File: config.mk
export PLATFORM = sky130hd
export DESIGN_NAME = irf_ctrl
export DESIGN_NICKNAME = d
export VERILOG_FILES = /design/src/hdl/irf_pkg.sv /design/src/hdl/irf_ctrl.sv
export SDC_FILE = /design/constraint.sdc
export NUM_CORES = 1
export LEC_CHECK = 0
export BUFFER_PORTS_ARGS = -buffer_cell sky130_fd_sc_hd__buf_2
export CORE_MARGIN = 3
export CORE_UTILIZATION = 55
export CTS_BUF_LIST = sky130_fd_sc_hd__clkbuf_16
export DETAILED_ROUTE_END_ITERATION = 12
export PLACE_DENSITY = 0.78
export SYNTH_ARGS = -nofsm -noshare
export SYNTH_HDL_FRONTEND = slang
export SYNTH_SLANG_ARGS = --single-unit
File: constraint.sdc
create_clock -name aclk -period 5.6 [get_ports aclk]
set_input_delay 1.68 -clock aclk [delete_from_list [all_inputs] [get_ports aclk]]
set_output_delay 1.68 -clock aclk [all_outputs]
set_load 0.02 [all_outputs]
File: src/hdl/irf_pkg.sv
// Shared constants, codes and command types for the image region rotate/flip block.
`default_nettype none
package irf_pkg;

    // Store geometry: SIDE x SIDE pixels, address is {row, column}.
    localparam int SIDE       = 64;
    localparam int SIDE_BITS  = 6;
    localparam int ADDR_BITS  = 2 * SIDE_BITS;
    localparam int DEPTH      = SIDE * SIDE;
    localparam int PIX_BITS   = 8;
    localparam int OUT_BITS   = 8;
    localparam int LEN_BITS   = 7;
    localparam int SUM_BITS   = 8;

    // Operation codes carried on the input tuser.
    typedef enum logic [1:0] {
        OP_WRITE  = 2'd0,
        OP_READ   = 2'd1,
        OP_ROTATE = 2'd2,
        OP_FLIP   = 2'd3
    } op_t;

    // Mirror direction.
    localparam logic FLIP_LR = 1'b0;
    localparam logic FLIP_UD = 1'b1;

    // Commands from the controller to the datapath.
    typedef struct packed {
        logic                  rd_en;
        logic                  wr_en;
        logic                  use_pixel;
        logic                  grp4;
        logic [1:0]            idx;
        logic [ADDR_BITS-1:0]  addr;
        logic [PIX_BITS-1:0]   pixel;
        logic                  res_load;
        logic                  res_pixel;
        logic                  res_status;
    } irf_cmd_t;

    // Status from the datapath to the controller.
    typedef struct packed {
        logic out_full;
    } irf_stat_t;

endpackage
`default_nettype wire

File: src/hdl/irf_ctrl.sv
// Controller: item decode, range check, loop counters and address generation.
`default_nettype none
module irf_ctrl (
    input  wire logic               aclk,
    input  wire logic               aresetn,
    input  wire logic               s_tvalid,
    output logic                    s_tready,
    input  wire logic [39:0]        s_tdata,
    input  wire logic [1:0]         s_tuser,
    output irf_pkg::irf_cmd_t       cmd,
    input  wire irf_pkg::irf_stat_t stat
);

    localparam int SB = irf_pkg::SIDE_BITS;
    localparam int LB = irf_pkg::LEN_BITS;
    localparam int UB = irf_pkg::SUM_BITS;

    typedef enum logic [2:0] {
        ST_IDLE, ST_CHECK, ST_WRITE1, ST_READ, ST_WAIT, ST_WRITE, ST_NEXT, ST_RESULT
    } state_t;

    state_t                       state_reg;
    irf_pkg::op_t                 op_reg;
    logic [SB-1:0]                row_reg;
    logic [SB-1:0]                col_reg;
    logic [LB-1:0]                h_reg;
    logic [LB-1:0]                w_reg;
    logic [1:0]                   turns_reg;
    logic                         dir_reg;
    logic [irf_pkg::PIX_BITS-1:0] pix_reg;
    logic                         err_reg;
    logic [1:0]                   turn_reg;
    logic [LB-1:0]                outer_reg;
    logic [LB-1:0]                inner_reg;
    logic [1:0]                   cnt_reg;

    logic [UB-1:0] r8, c8, h8, w8, o8, i8;
    logic [UB-1:0] top8, left8, bot8, right8;
    logic [UB-1:0] rows8 [4];
    logic [UB-1:0] cols8 [4];
    logic [LB-1:0] inner_lim;
    logic [LB-1:0] outer_lim;
    logic [1:0]    grp_last;
    logic          range_err;
    logic          empty;

    // Extended operands for coordinate arithmetic.
    always_comb begin
        r8 = UB'(row_reg);
        c8 = UB'(col_reg);
        h8 = UB'(h_reg);
        w8 = UB'(w_reg);
        o8 = UB'(outer_reg);
        i8 = UB'(inner_reg);
    end

    // Corner coordinates of the current ring for rotation.
    always_comb begin
        top8   = r8 + o8;
        left8  = c8 + o8;
        bot8   = r8 + h8 - 8'd1 - o8;
        right8 = c8 + h8 - 8'd1 - o8;
    end

    // Cells of the current group and the loop limits for each operation.
    always_comb begin
        rows8[0] = r8;
        cols8[0] = c8;
        rows8[1] = r8;
        cols8[1] = c8;
        rows8[2] = r8;
        cols8[2] = c8;
        rows8[3] = r8;
        cols8[3] = c8;
        inner_lim = '0;
        outer_lim = '0;
        grp_last  = 2'd0;
        case (op_reg)
            irf_pkg::OP_ROTATE: begin
                rows8[0]  = top8;
                cols8[0]  = left8 + i8;
                rows8[1]  = bot8 - i8;
                cols8[1]  = left8;
                rows8[2]  = bot8;
                cols8[2]  = right8 - i8;
                rows8[3]  = top8 + i8;
                cols8[3]  = right8;
                inner_lim = h_reg - LB'({outer_reg, 1'b0}) - 7'd1;
                outer_lim = h_reg >> 1;
                grp_last  = 2'd3;
            end
            irf_pkg::OP_FLIP: begin
                grp_last = 2'd1;
                if (dir_reg == irf_pkg::FLIP_UD) begin
                    rows8[0]  = r8 + i8;
                    cols8[0]  = c8 + o8;
                    rows8[1]  = r8 + h8 - 8'd1 - i8;
                    cols8[1]  = c8 + o8;
                    inner_lim = h_reg >> 1;
                    outer_lim = w_reg;
                end else begin
                    rows8[0]  = r8 + o8;
                    cols8[0]  = c8 + i8;
                    rows8[1]  = r8 + o8;
                    cols8[1]  = c8 + w8 - 8'd1 - i8;
                    inner_lim = w_reg >> 1;
                    outer_lim = h_reg;
                end
            end
            default: begin
                grp_last = 2'd0;
            end
        endcase
    end

    // Range check and empty-region detection for the latched item.
    always_comb begin
        case (op_reg)
            irf_pkg::OP_ROTATE: begin
                range_err = (r8 + h8 > UB'(irf_pkg::SIDE)) || (c8 + h8 > UB'(irf_pkg::SIDE));
            end
            irf_pkg::OP_FLIP: begin
                range_err = (r8 + h8 > UB'(irf_pkg::SIDE)) || (c8 + w8 > UB'(irf_pkg::SIDE));
            end
            default: begin
                range_err = (r8 >= UB'(irf_pkg::SIDE)) || (c8 >= UB'(irf_pkg::SIDE));
            end
        endcase
        empty = (inner_lim == '0) || (outer_lim == '0) ||
                ((op_reg == irf_pkg::OP_ROTATE) && (turns_reg == 2'd0));
    end

    // Main sequencer.
    always_ff @(posedge aclk) begin
        if (!aresetn) begin
            state_reg <= ST_IDLE;
            cnt_reg   <= 2'd0;
            turn_reg  <= 2'd0;
            outer_reg <= '0;
            inner_reg <= '0;
            err_reg   <= 1'b0;
        end else begin
            case (state_reg)
                ST_IDLE: begin
                    if (s_tvalid) begin
                        op_reg    <= irf_pkg::op_t'(s_tuser);
                        row_reg   <= s_tdata[5:0];
                        col_reg   <= s_tdata[11:6];
                        h_reg     <= s_tdata[18:12];
                        w_reg     <= s_tdata[25:19];
                        turns_reg <= s_tdata[27:26];
                        dir_reg   <= s_tdata[28];
                        pix_reg   <= s_tdata[36:29];
                        cnt_reg   <= 2'd0;
                        turn_reg  <= 2'd0;
                        outer_reg <= '0;
                        inner_reg <= '0;
                        state_reg <= ST_CHECK;
                    end
                end
                ST_CHECK: begin
                    err_reg <= range_err;
                    if (range_err) begin
                        state_reg <= ST_RESULT;
                    end else if (op_reg == irf_pkg::OP_WRITE) begin
                        state_reg <= ST_WRITE1;
                    end else if (op_reg == irf_pkg::OP_READ) begin
                        state_reg <= ST_READ;
                    end else if (empty) begin
                        state_reg <= ST_RESULT;
                    end else begin
                        state_reg <= ST_READ;
                    end
                end
                ST_WRITE1: begin
                    state_reg <= ST_RESULT;
                end
                ST_READ: begin
                    if (cnt_reg == grp_last) begin
                        cnt_reg   <= 2'd0;
                        state_reg <= ST_WAIT;
                    end else begin
                        cnt_reg <= cnt_reg + 2'd1;
                    end
                end
                ST_WAIT: begin
                    state_reg <= (op_reg == irf_pkg::OP_READ) ? ST_RESULT : ST_WRITE;
                end
                ST_WRITE: begin
                    if (cnt_reg == grp_last) begin
                        cnt_reg   <= 2'd0;
                        state_reg <= ST_NEXT;
                    end else begin
                        cnt_reg <= cnt_reg + 2'd1;
                    end
                end
                ST_NEXT: begin
                    if (UB'(inner_reg) + 8'd1 < UB'(inner_lim)) begin
                        inner_reg <= inner_reg + 7'd1;
                        state_reg <= ST_READ;
                    end else if (UB'(outer_reg) + 8'd1 < UB'(outer_lim)) begin
                        outer_reg <= outer_reg + 7'd1;
                        inner_reg <= '0;
                        state_reg <= ST_READ;
                    end else if ((op_reg == irf_pkg::OP_ROTATE) &&
                                 (turn_reg + 2'd1 != turns_reg)) begin
                        turn_reg  <= turn_reg + 2'd1;
                        outer_reg <= '0;
                        inner_reg <= '0;
                        state_reg <= ST_READ;
                    end else begin
                        state_reg <= ST_RESULT;
                    end
                end
                ST_RESULT: begin
                    if (!stat.out_full) begin
                        state_reg <= ST_IDLE;
                    end
                end
                default: begin
                    state_reg <= ST_IDLE;
                end
            endcase
        end
    end

    assign s_tready = (state_reg == ST_IDLE);

    // Command decode for the datapath.
    always_comb begin
        cmd            = '0;
        cmd.grp4       = (op_reg == irf_pkg::OP_ROTATE);
        cmd.idx        = cnt_reg;
        cmd.pixel      = pix_reg;
        cmd.res_pixel  = (op_reg == irf_pkg::OP_READ) && !err_reg;
        cmd.res_status = err_reg;
        if ((op_reg == irf_pkg::OP_WRITE) || (op_reg == irf_pkg::OP_READ)) begin
            cmd.addr = {row_reg, col_reg};
        end else begin
            cmd.addr = {rows8[cnt_reg][SB-1:0], cols8[cnt_reg][SB-1:0]};
        end
        case (state_reg)
            ST_WRITE1: begin
                cmd.wr_en     = 1'b1;
                cmd.use_pixel = 1'b1;
            end
            ST_READ: begin
                cmd.rd_en = 1'b1;
            end
            ST_WRITE: begin
                cmd.wr_en = 1'b1;
            end
            ST_RESULT: begin
                cmd.res_load = !stat.out_full;
            end
            default: begin
                cmd.rd_en = 1'b0;
            end
        endcase
    end

endmodule
`default_nettype wire

# Yosys cells after proc, flatten, opt, wreduce, memory -nomap -nowiden
# Index checks and enable logic that the tools add are counted.
dict set report classes {
  magnitude_cmp 8
  n_eq_ne 21
  n_mux 51
  addsub 26
  reduce_logical 26
  bitwise_logic 1
}
# operator count
set op_table {}
lappend op_table {{two-way mux 16 bit} 4}
lappend op_table {{one-hot mux 16 bit (2 select lines)} 2}
lappend op_table {{adder 6 x 7 -> 8 bit} 7}
lappend op_table {{one-hot mux 7 bit (2 select lines)} 4}
lappend op_table {{two-way mux 7 bit} 7}
lappend op_table {{subtractor 8 x 7 -> 8 bit} 6}
lappend op_table {{two-way mux 3 bit} 11}
lappend op_table {{binary-select mux 8 bit (select 2 bit)} 2}
lappend op_table {{two-way mux 6 bit} 5}
lappend op_table {{> comparator 8 x 7 -> 1 bit, second input constant} 3}
lappend op_table {{one-hot mux 3 bit (8 select lines)} 1}
lappend op_table {{subtractor 8 x 1 -> 8 bit, second input constant} 3}
lappend op_table {{adder 7 x 1 -> 8 bit, second input constant} 2}
lappend op_table {{adder 8 x 7 -> 8 bit} 2}
lappend op_table {{less-than comparator 8 x 7 -> 1 bit} 2}
lappend op_table {{adder 7 x 1 -> 7 bit, second input constant} 2}
lappend op_table {{>= comparator 6 x 7 -> 1 bit, second input constant} 2}
lappend op_table {{zero test 7 bit} 2}
lappend op_table {{!= test 2 bit, second input constant} 7}
lappend op_table {{== test 3 bit, second input constant} 4}
lappend op_table {{two-way mux 12 bit} 1}
lappend op_table {{two-way mux 2 bit} 6}
lappend op_table {{one-hot mux 2 bit (2 select lines)} 3}
lappend op_table {{AND reduction 4 bit} 2}
lappend op_table {{other kinds (25)} 43}
dict set report word_totals {
  reg_bits 61
  elab_cells 147
  input_bits 46
}

# Depth between registers and ports, before layout
# Gate-level depths: netlist of the first run.
dict set report logic_depth {
  ltp_word 11
  ltp_mapped 17
  ltp_nobuf 17
}

# Least setup slack after synthesis of the first run
# OpenSTA, ideal clock, no wires.
dict set report synth_path {
  path_kind {reg2out}
  startpoint {reg h_reg[0]}
  endpoint {out cmd[22] (netlist bit)}
  required_time_ps 3920
  setup_slack_ps 65
  t_arrival_ps 3855
  stages_incl_launch_ff 16
  cell_sequence {edfxtp_1 ha_1 inv_1 fa_1 ha_1 fa_1 inv_1 ha_1 nor2b_1 o21ai_0 a21boi_0 o21a_1 or3_1 a22o_1 a21oi_2 o31a_1}
}
# element line
set synth_rtl {}
lappend synth_rtl {{start: declaration} irf_ctrl.sv:26} ;# logic [LB-1:0] h_reg;
lappend synth_rtl {{start signal: assignment} irf_ctrl.sv:149} ;# h_reg <= s_tdata[18:12];
lappend synth_rtl {{end: declaration} irf_ctrl.sv:10} ;# output irf_pkg::irf_cmd_t cmd,

==> results.ini, run 1 <==
[route]
wl_per_cell_microns=19.5
top_layer=met4
firstDrtPassIters=5
drt-initial-drc-count=785
wl_met3_microns=2300
drtAntennaViolNets=0
drt_wl_total_microns=22400
wl_met1_microns=9190
drc=0
viasPerCell=6.37
vias=7324
wl_met2_microns=9980

[logic_synthesis]
async_flop_share=0
seq_area_frac_synth=0.218
synthCells=872
synth_ff_type=edfxtp_1
syn_nets=1033
synth-seq-cells=61
synth_cell_type_count=76
syn_area_sq_mm=0.00738
synth-edff-count=39
ys_warn_count=0
post_synth.cell_area_avg_sq_um=8.47

[placed_design]
dp.cells=1124
hpwl_microns=16800
gp_congestion=0.962
port-buffer-count=72

[critical_path]
critPathMaxFanout=3
required_ns=3.92
cp-end-kind=primary output
path_class=reg2out
worst-path-buf-inv=3
r2r-end=outer_reg[2]
cp.arrival_ns=4.33
path_delay_family=adder cells
start_kind=register
path_cells=ha_2, inv_2, fa_2, ha_4, fa_1, inv_1, ha_1, nor2b_1, o21ai_2, a21boi_4, o21a_1, or3_4, a22o_1, a21oi_2, o31a_1, buf_6
reg2reg_depth=15
critical_path.max_stage_delay_ns=0.57
cp_slowest_cell=fa_2
timing.rr.start=outer_reg[2]
reg2reg_slack_ns=1.07
startpoint=row_reg[0]

[cells_and_area]
multi_input_area_sq_mm=0.00564
largest_reg_flops=8
seq_area_sq_mm=0.00161
diodes=0
final_cell_count_no_fill=1149
nets=1133
area_growth_syn_to_layout_pct=17.7
drive_gt1_frac=0.207
fillers=1038

[timing]
setup_viol=5
fin_crit_sh=1.07
finalHoldViolations=0
slew_viol_final=0
finClkSkew_ns=0.00478
worstMarginPinSlew_ns=0.859
setup_ws_ns=-0.408
period_minus_slack_ns=6.01
max_freq_ghz=0.166
rsz0062_at_grt=yes
slew_headroom=0.428

[power]
p_total_mw=2.72
p_leak_nw=3.82
ir_worst_vdd_uv=232
power_density_mw_per_mm2=313

[floorplan]
initial_core_util=0.573
rows=41
die_area_sq_mm=0.0148
io-pin-count=76
core_area_sq_mm=0.0129
die_width_microns=122
fp.dieH_microns=122

[worst_hold_path]
hp-class=reg2reg
worstHoldPathCells=2
hold_end=outer_reg[6]
worstHoldStart=outer_reg[6]

[global_routing]
antenna_found_initial=0
grt_max_degree=40
grt-ovfl-total=0
grt_pass1_vias=6576
grt_pass1_wl_microns=34900
grt_usage=0.302

[cts]
clk_path_buf_depth=2
worstSkewPairLatency_ns=0.34
cts_root_buffer=clkbuf_16
clkTransAtPathRegs_ns=0.06
numCtsBuffers=9
cts.sink_count=61
cts_hold_buf=0
htreeDepth=3
cts_tree=done

[run_status]
violations=negative setup slack
run_status=finished, violations left

[run]
cap_viol_max_count=0

## routing by layer
layer / vias to the layer above / global-route usage
met5: - / 0
met4: 0 / 0.116
met3: 73 / 0.0562
met2: 392 / 0.471
met1: 3428 / 0.418
li1: 3431 / -
## cells in the mapped netlist, types with 4 or more instances
cell type	instances	share of area
nand3b_1	4	0.0041
a211o_1	5	0.0059
mux4_2	4	0.012
a311oi_1	5	0.0059
o311ai_0	4	0.0047
clkbuf_1	21	0.011
or2_2	5	0.0042
nor2b_1	10	0.0085
o21ai_0	51	0.035
o211ai_1	10	0.010
nor3_1	17	0.012
mux2i_1	9	0.012
o2bb2ai_1	4	0.0047
nand3_1	16	0.011
o22ai_1	11	0.0093
a21oi_1	89	0.060
mux2_2	5	0.0076
nor2_1	79	0.040
o21a_1	12	0.012
nor3b_1	6	0.0061
and3_1	8	0.0068
fa_1	16	0.043
xor2_1	26	0.031
dfxtp_1	22	0.060
xnor2_1	39	0.046
edfxtp_1	39	0.16
o21bai_1	8	0.0081
a221oi_1	6	0.0071
a21o_1	22	0.022
or3_1	10	0.0085
nand2_1	51	0.026
a211oi_1	17	0.017
nand4_1	9	0.0076
inv_1	53	0.027
nand2b_1	11	0.0093
ha_1	99	0.17
a22o_1	4	0.0047
buf_2	6	0.0041
## placed cells by master (no fill, tap or decap), drive strengths merged, types with 10 or more instances in the layout
cell type / count
a211oi: 18
a21o: 23
a21oi: 91
buf: 122
dfxtp: 22
edfxtp: 39
fa: 16
ha: 99
inv: 56
nand2: 51
nand2b: 11
nand3: 16
nor2: 79
nor2b: 10
nor3: 17
o211ai: 11
o21a: 12
o21ai: 52
o22ai: 11
or3: 10
xnor2: 40
xor2: 26
## layout make-up
| type | count | share of cell area |
|---|---|---|
| Clock buffer | 9 | 0.0259 |
| Clock inverter | 7 | 0.00403 |
| Inverter | 55 | 0.0240 |
| Multi-Input combinational cell | 723 | 0.648 |
| Sequential cell | 61 | 0.185 |
| Tap cell | 172 | 0.0248 |
| Timing Repair Buffer | 122 | 0.0874 |
## how the worst max path moves through the flow
stage	end	slack [ns]	cells after the start
after floorplan	cmd[22]	0.07	15
after global placement	cmd[22]	-0.21	16
after detailed placement	cmd[22]	-0.25	18
after CTS	cmd[22]	-0.46	18
after global routing	cmd[22]	-0.51	16
final	cmd[22]	-0.41	16
## where the power goes
part | leakage [nW] | switching (mW) | total, mW | internal, mW
combinational | 3.15 | 0.872 | 1.63 | 0.762
clock | 0.134 | 0.201 | 0.493 | 0.292
sequential | 0.536 | 0.0672 | 0.595 | 0.528
## stage by stage
stage	setup TNS, ns	instance area, sq um	utilization	worst slack [ns]	hold slack [ns]
final	-1.14	8690	0.675	-0.408	0.500
after global routing	-1.67	8690	0.675	-0.510	0.551
after CTS	-0.971	8600	0.668	-0.458	0.501
after detailed placement	-0.407	8130	0.631	-0.245	0.494
after global placement	-0.317	8130	0.631	-0.212	0.487
after floorplan	0	7380	-	0.0654	0.469
## tightest hold or removal path: stages (launching register included)
cell      delay [ns]
dfxtp_1         0.32
nand2b_1        0.07
a21oi_1         0.06
## logic make-up (layout without fill, tap and decap cells)
kind of cell / count (synthesis) / count (layout) / synth area share
adder cells (fa/ha/maj): 115 / 115 / 0.211
multiplexers: 19 / 19 / 0.0336
AO/OA/AOI/OAI: 286 / 286 / 0.254
XOR/XNOR: 67 / 67 / 0.0825
AND/OR/NAND/NOR: 236 / 236 / 0.154
buffers and inverters: 88 / 193 / 0.0469
flip-flops: 61 / 61 / 0.218
## repair_timing
item                       4_1_cts  5_1_grt
resized for setup               38       15
setup endpoints to repair        5        6
buffers inserted                 7        2
pin swaps                       27       15
Power figures use the tool's default switching activity.
==> run 2, diff against run 1 <==
--- a/config.mk
+++ b/config.mk
@@ -11,6 +11,7 @@
 export CTS_BUF_LIST = sky130_fd_sc_hd__clkbuf_16
 export DETAILED_ROUTE_END_ITERATION = 12
 export PLACE_DENSITY = 0.78
+export REMOVE_ABC_BUFFERS = 1
 export SYNTH_ARGS = -nofsm -noshare
 export SYNTH_HDL_FRONTEND = slang
 export SYNTH_SLANG_ARGS = --single-unit
==> results.ini, run 2 (synthesis gave the netlist of run 1 again) <==
[timing]
slew_headroom=0.397
setup_tns_ns=-0.979
slew_viol_final=0
fin_crit_sh=1.06
rsz0062_at_grt=yes
worstMarginPinSlew_ns=0.905
max_freq_ghz=0.168
period_minus_slack_ns=5.94
finalHoldViolations=0
hold_slack_ns=0.511
setup_viol=4
finClkSkew_ns=0.0101
setup_ws_ns=-0.338

[floorplan]
rows=41
die_width_microns=122
fp.dieH_microns=122
core_area_sq_mm=0.0129
die_area_sq_mm=0.0148
initial_core_util=0.573
io-pin-count=76

[run_status]
run_status=finished, violations left
violations=negative setup slack

[critical_path]
path_class=reg2out
start_kind=register
reg2reg_depth=15
critPathMaxFanout=3
cp-end-kind=primary output
cp.arrival_ns=4.26
required_ns=3.92
timing.rr.start=outer_reg[1]
startpoint=h_reg[0]

[placed_design]
pre_cts_ws_ns=-0.201
hpwl_microns=16800
gp_congestion=0.976
port-buffer-count=72

[cells_and_area]
fillers=1026
largest_reg_flops=8
layout_common_cells=90 x ha_1, 84 x a21oi_1, 77 x nor2_1, 67 x buf_2, 52 x inv_1
nets=1132
area_growth_syn_to_layout_pct=19.5
diodes=0
final_common_cell=ha_1
drive_gt1_frac=0.210

[route]
drtAntennaViolNets=0
drt_wl_total_microns=22500
viasPerCell=6.30
firstDrtPassIters=5
drc=0
drt-initial-drc-count=742
vias=7232
wl_per_cell_microns=19.6

[cts]
numCtsBuffers=9
cts.sink_count=61
clk_path_buf_depth=2
cts_root_buffer=clkbuf_16
cts_hold_buf=0
cts_tree=done
htreeDepth=3
worstSkewPairLatency_ns=0.34
clkTransAtPathRegs_ns=0.05

[power]
ir_worst_vdd_uv=245
power_density_mw_per_mm2=321
p_leak_nw=3.85
p_total_mw=2.83

[global_routing]
grt_pass1_vias=6797
grt_usage=0.302
grt_pass1_wl_microns=34700
antenna_found_initial=0
grt_max_degree=40
grt-ovfl-total=0

[run]
cap_viol_max_count=0

[worst_hold_path]
worstHoldStart=outer_reg[6]
worstHoldPathCells=2
hp-class=reg2reg

-- run 2: path summary, 6_finish.rpt --
check | endpoint | slack, ns
hold reg to reg | outer_reg[6] | 0.51
hold / removal | outer_reg[6] | 0.51
setup reg to reg | outer_reg[5] | 1.04
setup / recovery | cmd[22] | -0.34
-- run 2: what timing repair did --
item | 4_1_cts | 5_1_grt
resized for setup | 30 | 38
setup buffers | 7 | 3
setup endpoints to repair | 5 | 7
pin swaps | 28 | 23
-- run 2: where the power goes --
group	switching (mW)	internal (mW)
sequential	0.0731	0.529
clock	0.196	0.382
combinational	0.868	0.785
-- run 2: worst max-delay path: stages (launching register included) --
cell and delay, ns:
edfxtp_1 0.41, buf_6 0.15, ha_4 0.16, inv_2 0.05, fa_2 0.46, buf_6 0.15
ha_4 0.17, xnor2_4 0.15, ha_4 0.30, o21a_1 0.15, nor2_2 0.05, xnor2_2 0.13
ha_1 0.31, a21boi_2 0.18, o21a_1 0.19, or3_4 0.33, a22o_1 0.19, a21oi_2 0.13
o31a_1 0.15, buf_6 0.12
-- run 2: layout make-up --
type,instances,area (sq um),share of cell area
Timing Repair Buffer,121,763,0.0865
Clock inverter,7,82.6,0.00936
Tap cell,172,215,0.0244
Multi-Input combinational cell,723,5710,0.648
Inverter,55,209,0.0237
Sequential cell,61,1610,0.183
Clock buffer,9,225,0.0255
-- run 2: through the flow --
stage                     utilization  area (sq um)  cells
after CTS                       0.668          8600   1146
after detailed placement        0.631          8130   1124
after global routing            0.685          8820   1148
after global placement          0.631          8130   1124
final                           0.685          8820   1148
after floorplan                     -          7240    839
-- run 2: routing by layer --
metal | share of wire | GRT usage | vias to the layer above | routed length (microns)
met1 | 0.42 | 0.404 | 3342 | 9430
li1 | - | - | 3439 | -
met2 | 0.45 | 0.478 | 366 | 10100
met4 | 0.043 | 0.137 | 0 | 969
met5 | 0 | 0 | - | 0
met3 | 0.088 | 0.0557 | 85 | 1990
